--- config.mk ---
export PLATFORM = sky130hd
export DESIGN_NAME = char_lcd_nibble_sequencer_core
export DESIGN_NICKNAME = d
export VERILOG_FILES = /design/src/hdl/lcdseq_pkg.sv /design/src/hdl/lcdseq_ctrl.sv /design/src/hdl/lcdseq_dp.sv /design/src/hdl/char_lcd_nibble_sequencer_core.sv
export SDC_FILE = /design/constraint.sdc
export NUM_CORES = 1
export LEC_CHECK = 0
export BUFFER_PORTS_ARGS = -buffer_cell sky130_fd_sc_hd__buf_2
export CAP_MARGIN = 20
export CORE_ASPECT_RATIO = 1.4
export CORE_MARGIN = 3
export CORE_UTILIZATION = 40
export DETAILED_ROUTE_END_ITERATION = 10
export SYNTH_ARGS = -nofsm -noshare
export SYNTH_HDL_FRONTEND = slang
export SYNTH_SLANG_ARGS = --single-unit
--- constraint.sdc ---
create_clock -name i_clk -period 4.4 [get_ports i_clk]
set_input_delay 0.44 -clock i_clk [delete_from_list [all_inputs] [get_ports i_clk]]
set_output_delay 0.44 -clock i_clk [all_outputs]
set_load 0.005 [all_outputs]
--- src/hdl/lcdseq_pkg.sv ---
package lcdseq_pkg;

    // default parameter values
    localparam int LCDSEQ_MAX_SHIFT     = 32;
    localparam int LCDSEQ_SHORT_WAIT_US = 40;

    // request codes
    localparam logic [2:0] FUNC_INIT  = 3'd0;
    localparam logic [2:0] FUNC_CMD   = 3'd1;
    localparam logic [2:0] FUNC_DATA  = 3'd2;
    localparam logic [2:0] FUNC_CLEAR = 3'd3;
    localparam logic [2:0] FUNC_SHIFT = 3'd4;

    // configuration register indexes
    localparam logic [1:0] CFG_FUNCTION_SET = 2'd0;
    localparam logic [1:0] CFG_DISPLAY_CTRL = 2'd1;
    localparam logic [1:0] CFG_ENTRY_MODE   = 2'd2;

    // lcd command bytes and nibbles
    localparam logic [7:0] CMD_SHIFT_RIGHT = 8'b0001_1100;
    localparam logic [7:0] CMD_SHIFT_LEFT  = 8'b0001_1000;
    localparam logic [3:0] NIB_WAKE        = 4'b0011;
    localparam logic [3:0] NIB_FOUR_BIT    = 4'b0010;
    localparam logic [7:0] CMD_CLEAR       = 8'b0000_0001;
    localparam logic [7:0] RST_FUNCTION_SET = 8'b0010_1000;
    localparam logic [7:0] RST_DISPLAY_CTRL = 8'b0000_1100;
    localparam logic [7:0] RST_ENTRY_MODE   = 8'b0000_0110;

    // timing in microseconds
    localparam logic [15:0] INIT_WAIT_US   = 16'd50000;
    localparam logic [12:0] WAKE_WAIT1_US  = 13'd5000;
    localparam logic [12:0] WAKE_WAIT2_US  = 13'd150;
    localparam int          CLEAR_EXTRA_US = 2000;

    // controller to datapath
    typedef struct packed {
        logic load;
        logic step;
    } t_ctrl_cmd;

    // datapath to controller
    typedef struct packed {
        logic empty;
        logic at_last;
    } t_ctrl_sts;

endpackage

--- src/hdl/lcdseq_ctrl.sv ---
module lcdseq_ctrl
    import lcdseq_pkg::*;
(
    input  logic      i_clk,
    input  logic      i_rst_n,
    input  logic      i_s_tvalid,
    input  logic      i_m_tready,
    input  logic      i_out_valid,
    input  t_ctrl_sts i_sts,
    output logic      o_s_tready,
    output t_ctrl_cmd o_cmd
);

    typedef enum logic [1:0] {
        ST_IDLE = 2'b01,
        ST_RUN  = 2'b10
    } t_state;

    t_state r_state;
    t_state n_state;

    assign o_s_tready = (r_state == ST_IDLE);
    assign o_cmd.load = (r_state == ST_IDLE) && i_s_tvalid;
    assign o_cmd.step = (r_state == ST_RUN) && (!i_out_valid || i_m_tready);

    always_comb begin
        n_state = r_state;
        case (r_state)
            ST_IDLE: begin
                if (i_s_tvalid && !i_sts.empty) n_state = ST_RUN;
            end
            ST_RUN: begin
                if (o_cmd.step && i_sts.at_last) n_state = ST_IDLE;
            end
            default: n_state = ST_IDLE;
        endcase
    end

    always_ff @(posedge i_clk) begin
        if (!i_rst_n) begin
            r_state <= ST_IDLE;
        end else begin
            r_state <= n_state;
        end
    end

    // a request with no strobes never leaves idle
    a_empty_stays_idle: assert property (@(posedge i_clk) disable iff (!i_rst_n)
        (o_cmd.load && i_sts.empty) |=> (r_state == ST_IDLE))
        else $error("empty request left idle");

    // no step may overwrite a result that is still waiting
    a_no_overwrite: assert property (@(posedge i_clk) disable iff (!i_rst_n)
        o_cmd.step |-> (!i_out_valid || i_m_tready))
        else $error("strobe stepped over a pending result");

    // the final strobe returns control to idle
    a_last_ends_run: assert property (@(posedge i_clk) disable iff (!i_rst_n)
        (o_cmd.step && i_sts.at_last) |=> o_s_tready)
        else $error("run did not end after last strobe");

endmodule

--- src/hdl/lcdseq_dp.sv ---
module lcdseq_dp
    import lcdseq_pkg::*;
#(
    parameter int MAX_SHIFT     = LCDSEQ_MAX_SHIFT,
    parameter int SHORT_WAIT_US = LCDSEQ_SHORT_WAIT_US
) (
    input  logic        i_clk,
    input  logic        i_rst_n,
    input  logic [15:0] i_s_tdata,
    input  logic [2:0]  i_s_tuser,
    input  logic        i_m_tready,
    input  logic        i_cfg_valid,
    input  logic [1:0]  i_cfg_index,
    input  logic [7:0]  i_cfg_data,
    input  t_ctrl_cmd   i_cmd,
    output t_ctrl_sts   o_sts,
    output logic        o_out_valid,
    output logic [39:0] o_m_tdata,
    output logic        o_m_tuser,
    output logic        o_m_tlast
);

    localparam int MAX_STROBES = (2 * MAX_SHIFT > 12) ? 2 * MAX_SHIFT : 12;
    localparam int CNT_W       = $clog2(MAX_STROBES);

    localparam logic [12:0] SHORT_US     = 13'(SHORT_WAIT_US);
    localparam logic [12:0] CLEAR_US     = 13'(CLEAR_EXTRA_US + SHORT_WAIT_US);
    localparam logic [6:0]  MAX_SHIFT_7  = 7'(MAX_SHIFT);
    localparam logic [CNT_W-1:0] LAST_INIT = CNT_W'(11);
    localparam logic [CNT_W-1:0] LAST_BYTE = CNT_W'(1);

    // configuration
    logic [7:0] r_fset;
    logic [7:0] r_dctl;
    logic [7:0] r_emode;

    // request in progress
    logic [2:0]       r_func;
    logic [7:0]       r_byte;
    logic             r_right;
    logic [CNT_W-1:0] r_last_idx;
    logic [CNT_W-1:0] r_idx;

    // output register
    logic        r_out_valid;
    logic [3:0]  r_out_nib;
    logic        r_out_rs;
    logic [15:0] r_out_before;
    logic [12:0] r_out_after;
    logic        r_out_last;

    // request decode
    logic signed [6:0] s_amt;
    logic [6:0]        s_mag;
    logic [6:0]        s_sat;
    logic [7:0]        s_shift_last;
    logic [CNT_W-1:0]  s_last_idx;
    logic              s_empty;

    // current strobe
    logic [3:0]  s_nib;
    logic        s_rs;
    logic [15:0] s_before;
    logic [12:0] s_after;
    logic [7:0]  s_shift_cmd;

    assign s_amt        = i_s_tdata[14:8];
    assign s_mag        = s_amt[6] ? 7'(-s_amt) : 7'(s_amt);
    assign s_sat        = (s_mag > MAX_SHIFT_7) ? MAX_SHIFT_7 : s_mag;
    assign s_shift_last = {s_sat, 1'b0} - 8'd1;

    always_comb begin
        s_last_idx = '0;
        s_empty    = 1'b0;
        case (i_s_tuser)
            FUNC_INIT:  s_last_idx = LAST_INIT;
            FUNC_CMD:   s_last_idx = LAST_BYTE;
            FUNC_DATA:  s_last_idx = LAST_BYTE;
            FUNC_CLEAR: s_last_idx = LAST_BYTE;
            FUNC_SHIFT: begin
                s_last_idx = s_shift_last[CNT_W-1:0];
                s_empty    = (s_sat == 7'd0);
            end
            default:    s_empty = 1'b1;
        endcase
    end

    assign o_sts.empty   = s_empty;
    assign o_sts.at_last = (r_idx == r_last_idx);

    assign s_shift_cmd = r_right ? CMD_SHIFT_RIGHT : CMD_SHIFT_LEFT;

    always_comb begin
        s_nib    = '0;
        s_rs     = 1'b0;
        s_before = '0;
        s_after  = SHORT_US;
        case (r_func)
            FUNC_INIT: begin
                case (r_idx[3:0])
                    4'd0: begin
                        s_nib    = NIB_WAKE;
                        s_before = INIT_WAIT_US;
                        s_after  = WAKE_WAIT1_US;
                    end
                    4'd1: begin
                        s_nib   = NIB_WAKE;
                        s_after = WAKE_WAIT2_US;
                    end
                    4'd2:  s_nib = NIB_WAKE;
                    4'd3:  s_nib = NIB_FOUR_BIT;
                    4'd4:  s_nib = r_fset[7:4];
                    4'd5:  s_nib = r_fset[3:0];
                    4'd6:  s_nib = r_dctl[7:4];
                    4'd7:  s_nib = r_dctl[3:0];
                    4'd8:  s_nib = r_emode[7:4];
                    4'd9:  s_nib = r_emode[3:0];
                    4'd10: s_nib = CMD_CLEAR[7:4];
                    4'd11: begin
                        s_nib   = CMD_CLEAR[3:0];
                        s_after = CLEAR_US;
                    end
                    default: s_nib = '0;
                endcase
            end
            FUNC_CMD: s_nib = r_idx[0] ? r_byte[3:0] : r_byte[7:4];
            FUNC_DATA: begin
                s_nib = r_idx[0] ? r_byte[3:0] : r_byte[7:4];
                s_rs  = 1'b1;
            end
            FUNC_CLEAR: begin
                s_nib   = r_idx[0] ? CMD_CLEAR[3:0] : CMD_CLEAR[7:4];
                s_after = r_idx[0] ? CLEAR_US : SHORT_US;
            end
            FUNC_SHIFT: s_nib = r_idx[0] ? s_shift_cmd[3:0] : s_shift_cmd[7:4];
            default:    s_nib = '0;
        endcase
    end

    always_ff @(posedge i_clk) begin
        if (!i_rst_n) begin
            r_fset  <= RST_FUNCTION_SET;
            r_dctl  <= RST_DISPLAY_CTRL;
            r_emode <= RST_ENTRY_MODE;
        end else if (i_cfg_valid) begin
            case (i_cfg_index)
                CFG_FUNCTION_SET: r_fset  <= i_cfg_data;
                CFG_DISPLAY_CTRL: r_dctl  <= i_cfg_data;
                CFG_ENTRY_MODE:   r_emode <= i_cfg_data;
                default:          ;
            endcase
        end
    end

    always_ff @(posedge i_clk) begin
        if (!i_rst_n) begin
            r_idx <= '0;
        end else if (i_cmd.load) begin
            r_idx <= '0;
        end else if (i_cmd.step) begin
            r_idx <= r_idx + CNT_W'(1);
        end
    end

    always_ff @(posedge i_clk) begin
        if (i_cmd.load) begin
            r_func     <= i_s_tuser;
            r_byte     <= i_s_tdata[7:0];
            r_right    <= !s_amt[6];
            r_last_idx <= s_last_idx;
        end
    end

    always_ff @(posedge i_clk) begin
        if (!i_rst_n) begin
            r_out_valid <= 1'b0;
        end else if (i_cmd.step) begin
            r_out_valid <= 1'b1;
        end else if (i_m_tready) begin
            r_out_valid <= 1'b0;
        end
    end

    always_ff @(posedge i_clk) begin
        if (i_cmd.step) begin
            r_out_nib    <= s_nib;
            r_out_rs     <= s_rs;
            r_out_before <= s_before;
            r_out_after  <= s_after;
            r_out_last   <= o_sts.at_last;
        end
    end

    assign o_out_valid = r_out_valid;
    assign o_m_tdata   = {7'd0, r_out_after, r_out_before, r_out_nib};
    assign o_m_tuser   = r_out_rs;
    assign o_m_tlast   = r_out_last;

    // the step counter never runs past the final strobe
    a_idx_in_range: assert property (@(posedge i_clk) disable iff (!i_rst_n)
        i_cmd.step |-> (r_idx <= r_last_idx))
        else $error("strobe index beyond last");

    // a step always leaves a result in the output register
    a_step_fills: assert property (@(posedge i_clk) disable iff (!i_rst_n)
        i_cmd.step |=> r_out_valid)
        else $error("step did not fill output");

    // a new request always starts at its first strobe
    a_load_resets_idx: assert property (@(posedge i_clk) disable iff (!i_rst_n)
        i_cmd.load |=> (r_idx == '0))
        else $error("request did not start at first strobe");

endmodule

--- src/hdl/char_lcd_nibble_sequencer_core.sv ---
// Character LCD 4-bit sequencer. Each request item on the slave stream (init, command byte,
// data byte, clear, shift) is turned into a run of enable-strobe items on the master
// stream, each carrying the bus nibble, the register-select level and the waits before
// and after the strobe, with tlast on the final strobe. A request takes 12 strobes for
// init, 2 for a byte or a clear, 2*|n| for a shift (n saturated to MAX_SHIFT) and none
// for a zero shift or an unknown code. One strobe leaves per clock while the master side
// takes it, paced by a single step counter that walks the strobe table; s_tready is high
// only between runs, so no new request is taken until the current one's last strobe has
// entered the output register. Requests without strobes are absorbed in their accept cycle.
// The set-up commands sent during init come from the configuration port, which is always
// ready and must be written while no run is active.
module char_lcd_nibble_sequencer_core
    import lcdseq_pkg::*;
#(
    parameter int MAX_SHIFT     = LCDSEQ_MAX_SHIFT,
    parameter int SHORT_WAIT_US = LCDSEQ_SHORT_WAIT_US
) (
    input  logic        i_clk,
    input  logic        i_rst_n,

    // request stream
    input  logic        i_s_tvalid,
    output logic        o_s_tready,
    input  logic [15:0] i_s_tdata,   // [7:0] byte_value, [14:8] shift_amount, [15] zero
    input  logic [2:0]  i_s_tuser,   // [2:0] func

    // strobe stream
    output logic        o_m_tvalid,
    input  logic        i_m_tready,
    output logic [39:0] o_m_tdata,   // [3:0] nibble, [19:4] wait_before_us,
                                     // [32:20] wait_after_us, [39:33] zero
    output logic        o_m_tuser,   // [0] reg_select
    output logic        o_m_tlast,   // last strobe of the request

    // configuration writes
    input  logic        i_cfg_valid,
    output logic        o_cfg_ready,
    input  logic [1:0]  i_cfg_index,
    input  logic [7:0]  i_cfg_data
);

    t_ctrl_cmd s_cmd;
    t_ctrl_sts s_sts;
    logic      s_out_valid;

    // registers accept a write on any cycle
    assign o_cfg_ready = 1'b1;
    assign o_m_tvalid  = s_out_valid;

    // sequencing: idle / run, steps the strobe counter
    lcdseq_ctrl u_ctrl (
        .i_clk       (i_clk),
        .i_rst_n     (i_rst_n),
        .i_s_tvalid  (i_s_tvalid),
        .i_m_tready  (i_m_tready),
        .i_out_valid (s_out_valid),
        .i_sts       (s_sts),
        .o_s_tready  (o_s_tready),
        .o_cmd       (s_cmd)
    );

    // request capture, strobe table, config registers and output register
    lcdseq_dp #(
        .MAX_SHIFT     (MAX_SHIFT),
        .SHORT_WAIT_US (SHORT_WAIT_US)
    ) u_dp (
        .i_clk       (i_clk),
        .i_rst_n     (i_rst_n),
        .i_s_tdata   (i_s_tdata),
        .i_s_tuser   (i_s_tuser),
        .i_m_tready  (i_m_tready),
        .i_cfg_valid (i_cfg_valid),
        .i_cfg_index (i_cfg_index),
        .i_cfg_data  (i_cfg_data),
        .i_cmd       (s_cmd),
        .o_sts       (s_sts),
        .o_out_valid (s_out_valid),
        .o_m_tdata   (o_m_tdata),
        .o_m_tuser   (o_m_tuser),
        .o_m_tlast   (o_m_tlast)
    );

endmodule

; Word-level counts from Yosys, hierarchy flattened
; Index checks and enable logic that the tools add are counted.
[op_classes]
addsub = 3
n_lt_le_gt_ge = 1
n_eq_ne = 25
mux = 20
n_bitwise = 1
reduce_logical = 23
[ops]
columns = op, n
row1 = $pmux W13 S3, 1
row2 = $pmux W4 S9, 1
row3 = $pmux W13 S2, 1
row4 = $pmux W6 S3, 1
row5 = $eq A4 B3 Y1 const B, 4
row6 = $mux W16, 1
row7 = $pmux W4 S4, 1
row8 = $mux W7, 2
row9 = $eq A3 B2 Y1 const B, 4
row10 = $eq A4 B4 Y1 const B, 3
row11 = $mux W11, 1
row12 = $eq A4 B2 Y1 const B, 2
row13 = $mux W4, 2
row14 = $reduce_and A2 Y1, 4
row15 = $gt A7 B6 Y1 const B, 1
row16 = $logic_not A7 Y1, 1
row17 = $neg A7 Y7, 1
row18 = $add A6 B1 Y6 const B, 1
row19 = $eq A3 B1 Y1 const B, 2
row20 = $eq A3 B3 Y1 const B, 2
row21 = $eq A6 B6 Y1, 1
row22 = $logic_not A3 Y1, 2
row23 = $reduce_or A3 Y1, 2
row24 = $sub A6 B1 Y6 const B, 1
row25 = 19 further kinds, 31
[word_totals]
reg_bits = 86
wordCells = 88

; Longest topological paths before layout
; Gate-level depths: netlist (run 1).
[depth]
ltp_word = 10
mapped_depth = 11
mapped_depth_nobuf = 11

; Hierarchy
; Synthesis (run 1) repeated with hierarchy kept, for this count alone.
[hier_totals]
cells_unflattened = 337
hier_area_um2 = 3502.1
[by_module_without_submodules]
columns = module, n_inst, cells_per_inst, area_each_um2
row1 = lcdseq_dp, 1, 324, 3368.2
row2 = lcdseq_ctrl, 1, 11, 122.6
row3 = char_lcd_nibble_sequencer_core, 1, 2, 11.3

; Worst setup path before layout (run 1)
; No wires, ideal clock.
[synth_timing]
kind = input-to-reg
from = in i_s_tdata[8]
to = reg u_dp.r_last_idx[3], data pin
t_arrival_ps = 2512
required_time_ps = 4141
path_slack_ps = 1629
cell_stages = 10
path_buffers = 0
path_cell_list = inv_1 -> ha_1 -> or3b_2 -> a221o_1 -> nor2_1 -> a311o_1 -> o21ai_0 -> ha_1 -> and3_1 -> o31a_1
[synth_between]
elab_chain_len = 6
[synth_rtl]
columns = element, line
row1 = start: declaration, char_lcd_nibble_sequencer_core.sv:24  ; input logic [15:0] i_s_tdata,
row2 = $neg A7 Y7, lcdseq_dp.sv:68  ; assign s_mag = s_amt[6] ? 7'(-s_amt) : 7'(s_amt);
row3 = $mux W7 *, lcdseq_dp.sv:68
row4 = $gt A7 B6 Y1, lcdseq_dp.sv:69  ; assign s_sat = (s_mag > MAX_SHIFT_7) ? MAX_SHIFT_7 : s_mag;
row5 = $mux W7 *, lcdseq_dp.sv:69
row6 = $sub A6 B1 Y6 *, lcdseq_dp.sv:70  ; assign s_shift_last = {s_sat, 1'b0} - 8'd1;
row7 = $pmux W6 S3 *, lcdseq_dp.sv:75  ; case (i_s_tuser)
row8 = net u_dp.s_last_idx[3], lcdseq_dp.sv:57  ; logic [CNT_W-1:0] s_last_idx;
row9 = end signal: assignment, lcdseq_dp.sv:170  ; r_last_idx <= s_last_idx;
row10 = end: declaration, lcdseq_dp.sv:41  ; logic [CNT_W-1:0] r_last_idx;
; The timed path passes the listed nets; every way through them passes the cells marked *.
; A chain may end at the register's enable or synchronous reset.

; Worst setup path in the final report (run 1)
; Ends and elaborated chain as after synthesis.

==> impl_metrics.tcl, run 1 <==
set metrics [dict create \
    critPathMaxStageDelay_ns 0.47 \
    insertion_delay_ns 0.33 \
    power_frac_seq_pct 44.3 \
    syn2layout_area_growth_pct 15.0 \
    wl_um 6890 \
    port_buffers 57 \
    worst_pin_slew_ns 0.831 \
    synthCells 341 \
    cp_common_cell "ha_1" \
    rsz0062_at_grt "false" \
    dp.cells 473 \
    tns_ns 0 \
    grt_pass1_wl_um 11100 \
    synth.top_cell.area_share_pct 28.3 \
    period_share_pct 66.2 \
    clock_skew_ns 0.00478 \
    vias_per_cell 5.18 \
    die_h_um 117 \
    fin_crit_ns 2.91 \
    worstSetupStartpointType "primary input" \
    cpMaxStageDelayCell "or3b_2" \
    drive_above_1_share_pct 21.4 \
    synth_seq_area_share_pct 47.2 \
    cp_max_fo 6 \
    cts_sinks 66 \
    total_power_mw 1.55 \
    cp-end-kind "register" \
    maxSlewViolCount 0 \
    fin_util_pct 48.2 \
    dr.pass1.iters 6 \
    cts_tree "yes" \
    io_pins 79 \
    synth_seq_cells 66 \
    ys_types 51 \
    cap_violations 0 \
    grt_max_degree 29 \
    p_int_mw 1.22 \
    drc 0 \
    outcome "finished clean" \
    combPwrFrac_pct 8.4 \
    fin_cells 490 \
    cts_setup_buffers 0 \
    worstPathRequired_ns 4.48 \
    die_w_um 85.1 \
    setup_violations 0 \
    n_fill_cell 805 \
    wire_per_inst_um 14.1 \
    fp.dieArea_um2 9920 \
    num_vias 2540 \
    synthTopCellsByArea "edfxtp_1, dfxtp_1, mux2i_1" \
    place_congestion 0.886 \
    ys.flop_type "edfxtp_1" \
    overflow 0 \
    syn_area_um2 3500 \
    cp_cell_sequence "buf_2, inv_1, ha_1, or3b_2, a221o_1, nor2_1, a311o_1, o21ai_0, ha_1, and3_1, o31a_1" \
    critPathKind "primary input to register" \
    antenna_found_initial 0 \
    relSlewSlack_pct 44.6 \
    peakVddDrop_mv 0.176 \
    power_frac_clock_pct 47.2 \
    p_switching_mw 0.322 \
    fmax_mhz 344 \
    switching_share_pct 20.8 \
    yosys.area.top_type "edfxtp_1" \
    clockBufferDepth 2 \
    cts_made_buffers 9 \
    arrival_ns 2.99 \
    syn_avg_cell_area_um2 10.3 \
    min_path_type "primary input to register" \
    diodes 0 \
    ys_async_sr_fraction_pct 0 \
    hpwl_um 4990 \
    htreeDepth 3 \
    p_leak_nw 1.62 \
    drtIter0Drc 180 \
    postRouteAntennaNets 0 \
    yosys_warnings 0 \
    grtUsageTotal_pct 14.2 \
    powerDensity_nw_per_um2 384 \
    hold_buffers 0 \
    cts.clk_slew.worst_paths_ns 0.05 \
    start_util_pct 41.9 \
    final_nets 423 \
    rows 39 \
    synth_common_cells "dfxtp_1, edfxtp_1, buf_4, mux2i_1, nor2b_1" \
    cts_resized 0 \
    core-area_um2 8340 \
    root_buffer "clkbuf_16" \
    hold_viol 0 \
    grt_pass1_vias 2392 \
    synth_edf_count 33 \
]
-- worst max-delay path, delay by kind of cell --
kind,cells,cell delay (ns)
simple gates,3,0.79
compound gates,4,0.98
fa+ha+maj,2,0.53
buf+inv,2,0.24
-- through the flow --
stage | setup slack (ns) | hold slack [ns] | area, um2
3_3_place_gp | 1.25 | 0.456 | 3700
2_1_floorplan | 1.63 | 0.443 | 3570
6_report | 1.49 | 0.285 | 4030
4_1_cts | 1.52 | 0.271 | 4010
3_5_place_dp | 1.18 | 0.462 | 3700
5_1_grt | 1.33 | 0.277 | 4030
-- flip-flops by register name (all words and copies together) (netlist names), 2 cells and up --
register / cells
u_dp.r_byte: 8
u_dp.r_dctl: 8
u_dp.r_emode: 8
u_dp.r_fset: 8
u_dp.r_out_after: 8
u_dp.r_idx: 6
u_dp.r_last_idx: 6
u_dp.r_out_nib: 4
u_dp.r_func: 3
u_ctrl.r_state: 2
-- per-layer routing --
layer	global-route usage, %	up-vias	wire length, um
met5	0	-	0
met1	14.7	1189	2650
met3	2.82	14	355
li1	-	1267	-
met4	8.55	0	188
met2	26.4	70	3690
-- path summary, 6_finish.rpt --
check	to	depth (start not counted)	slack, ns	start
setup / recovery	u_dp.r_last_idx[3]$_DFFE_PP_	11	1.49	i_s_tdata[8]
hold / removal	u_dp.r_byte[3]$_DFFE_PP_	1	0.28	i_s_tdata[3]
setup reg to reg	u_dp.r_out_nib[0]$_DFFE_PP_	7	1.86	u_dp.r_idx[0]$_SDFFE_PP0P_
hold reg to reg	u_dp.r_fset[5]$_SDFFE_PN1P_	2	0.47	u_dp.r_fset[5]$_SDFFE_PN1P_
-- placed cells by master (no fill, tap or decap), drive strengths merged, types with 2 or more instances in the layout --
master and count:
clkbuf 13, a222oi 2, nand3b 3, and2 4, conb 20, or2 4
nor3 6, o31a 2, a31oi 4, a21oi 14, or3 2, nor2b 26
mux2i 28, a21o 2, o211ai 4, bufinv 2, o21ai 12, o21a 2
a211oi 2, nor2 17, a31o 2, o2bb2ai 3, xor2 7, nand2 13
o22ai 4, xnor2 8, inv 8, edfxtp 33, nor4 3, a22oi 4
nand4 5, ha 6, and3 4, buf 59, a22o 3, nand3 3
nand2b 8, dfxtp 33
-- logic make-up after synthesis --
family,synth area share (%)
multiplexers,8.01
other,0.215
flip-flops,47.2
XOR/XNOR,3.75
AO/OA/AOI/OAI,13.1
adder cells (fa/ha/maj),2.15
AND/OR/NAND/NOR,16.6
buffers and inverters,9.01
-- cell type report --
| class | instances | area (um2) | area share (%) |
|---|---|---|---|
| repair buffers | 59 | 308 | 7.65 |
| inverters | 8 | 30.0 | 0.746 |
| flip-flops and latches | 66 | 1650 | 41.0 |
| well taps | 102 | 128 | 3.17 |
| multi-input cells | 239 | 1600 | 39.8 |
| clock inverters | 3 | 65.1 | 1.62 |
| clock buffers | 13 | 240 | 5.97 |
-- power groups by stage --
stage,Clock [mW],Combinational (mW),Sequential [mW]
2_1_floorplan,0,0.107,0.692
3_5_place_dp,0,0.130,0.698
3_3_place_gp,0,0.128,0.697
6_report,0.731,0.130,0.685
4_1_cts,0.749,0.131,0.685
5_1_grt,0.773,0.147,0.687
(Power assumes the default switching activity.)
==> run 2, diff against run 1 <==
==> constraint.sdc (replaced) <==
create_clock -name i_clk -period 2.8 [get_ports i_clk]
set_input_delay 0.28 -clock i_clk [delete_from_list [all_inputs] [get_ports i_clk]]
set_output_delay 0.28 -clock i_clk [all_outputs]
set_load 0.005 [all_outputs]
==> impl_metrics.tcl, run 2 (synthesized netlist as in run 1, its figures left out) <==
set metrics [dict create \
    fin_crit_ns 2.53 \
    final_nets 429 \
    min_path_type "primary input to register" \
    htreeDepth 3 \
    p_leak_nw 1.63 \
    outcome "finished clean" \
    cap_violations 0 \
    n_fill_cell 760 \
    io_pins 79 \
    design_area_um2 4040 \
    start_util_pct 41.9 \
    cp_cell_sequence "buf_2, inv_1, ha_1, or3b_2, a221o_1, nor2_1, a311o_1, o21ai_0, ha_1, and3_1, o31a_1" \
    multi_input_area_um2 1600 \
    syn2layout_area_growth_pct 15.5 \
    critPathKind "primary input to register" \
    cts.clk_slew.worst_paths_ns 0.05 \
    place_ws_ns -0.0251 \
    r2r_start "u_dp.r_idx[0]$_SDFFE_PP0P_" \
    diodes 0 \
    use_met3_pct 1.98 \
    cts_sinks 66 \
    min_path_cells 1 \
    die_w_um 85.1 \
    clock_skew_ns 0.00427 \
    root_buffer "clkbuf_16" \
    period_share_pct 90.3 \
    final_common_cell "buf_2" \
    dp.cells 480 \
    hold_viol 0 \
    insertion_delay_ns 0.33 \
    grtUsageTotal_pct 14.8 \
    drive_above_1_share_pct 22.6 \
    worstPathRequired_ns 2.88 \
    port_buffers 57 \
    antenna_found_initial 0 \
    r2r_cells 7 \
    worstSetupStartpointType "primary input" \
    cts_tree "yes" \
    core-area_um2 8340 \
    fin_cells 496 \
    cts_resized 0 \
    grt_pass1_vias 2498 \
    rows 39 \
    use_met1_pct 15.5 \
    wl_um 7140 \
    peakVddDrop_mv 0.483 \
    cp_max_fo 5 \
    drtIter0Drc 109 \
    arrival_ns 2.60 \
    setup_violations 0 \
    num_vias 2564 \
    clockBufferDepth 2 \
    reg2reg_to "u_dp.r_out_nib[0]$_DFFE_PP_" \
    rsz0062_at_grt "false" \
    fp.dieArea_um2 9920 \
    fmax_mhz 396 \
    grt_max_degree 29 \
    cp_common_cell "ha_1" \
    relSlewSlack_pct 59.9 \
    maxSlewViolCount 0 \
    crit_end "u_dp.r_last_idx[3]$_DFFE_PP_" \
    dr.pass1.iters 4 \
    gr-max-usage-layer "met2" \
    cts_setup_buffers 0 \
    cts_made_buffers 9 \
    place_congestion 0.919 \
    rrSetupSlack_ns 0.56 \
    worst_pin_slew_ns 0.600 \
    grt_pass1_wl_um 11600 \
    regArea_um2 1650 \
    vias_per_cell 5.17 \
    critPathMaxStageDelay_ns 0.44 \
    die_h_um 117 \
    hold_buffers 0 \
    postRouteAntennaNets 0 \
    drc 0 \
    met2_usage_pct 27.8 \
    cpMaxStageDelayCell "or3b_2" \
    final_cell_mix "buf_2, dfxtp_1, edfxtp_1" \
    wire_per_inst_um 14.4 \
    powerDensity_nw_per_um2 581 \
    postLayoutSetupSlackWorst_ns 0.273 \
    overflow 0 \
    hpwl_um 5170 \
    cp-end-kind "register" \
    total_power_mw 2.35 \
    worstSetupStartpoint "i_s_tdata[8]" \
    dpl-instance-area_um2 3760 \
]
==> run 2: cell types whose count changed in the layout (fill, tap and decap cells not counted) <==
| cell | previous run | this run |
|---|---|---|
| clkinv_2 | 1 | 0 |
| clkinv_1 | 0 | 4 |
| clkinvlp_4 | 0 | 2 |
| bufinv_16 | 2 | 1 |
| buf_8 | 1 | 0 |
| clkbuf_1 | 4 | 0 |
| buf_4 | 1 | 8 |
==> run 2: per-stage QoR <==
stage                     utilization (%)  hold slack [ns]  setup TNS, ns
final                                48.4            0.124              0
after global routing                 48.4            0.120              0
after CTS                            48.4            0.114              0
after detailed placement             45.0            0.458        -0.0251
after global placement               45.0            0.458              0
after floorplan                         -            0.379              0
==> run 2: worst min path at each step <==
stage,slack [ns],endpoint,from
after detailed placement,0.46,u_dp.r_byte[2]$_DFFE_PP_,i_s_tdata[2]
after global placement,0.46,u_dp.r_byte[2]$_DFFE_PP_,i_s_tdata[2]
after global routing,0.12,u_dp.r_byte[3]$_DFFE_PP_,i_s_tdata[3]
after CTS,0.11,u_dp.r_byte[3]$_DFFE_PP_,i_s_tdata[3]
final,0.12,u_dp.r_byte[3]$_DFFE_PP_,i_s_tdata[3]
after floorplan,0.38,u_dp.r_byte[0]$_DFFE_PP_,i_s_tdata[0]
==> run 2: where the power goes <==
part | switching [mW] | total (mW) | internal (mW)
clock | 0.382 | 1.06 | 0.675
combinational | 0.119 | 0.215 | 0.0967
sequential | 0.0203 | 1.08 | 1.06
==> run 2: critical path: cells and delay by family <==
family	cells	cell delay (ns)
simple gates	3	0.75
compound gates	4	0.95
fa+ha+maj	2	0.43
buf+inv	2	0.19
==> run 2: final cells by class <==
type	instances	share of cell area, %
Timing Repair Buffer	65	8.54
Clock inverter	7	1.49
Inverter	8	0.743
Sequential cell	66	40.9
Multi-Input combinational cell	239	39.6
Tap cell	102	3.16
Clock buffer	9	5.57
==> run 2: metal layers <==
layer  part of all wire (%)  vias to the layer above
met5                      0                        -
met4                    2.1                        0
met3                    4.1                       14
met2                     54                       70
met1                     40                     1209
li1                       -                     1271
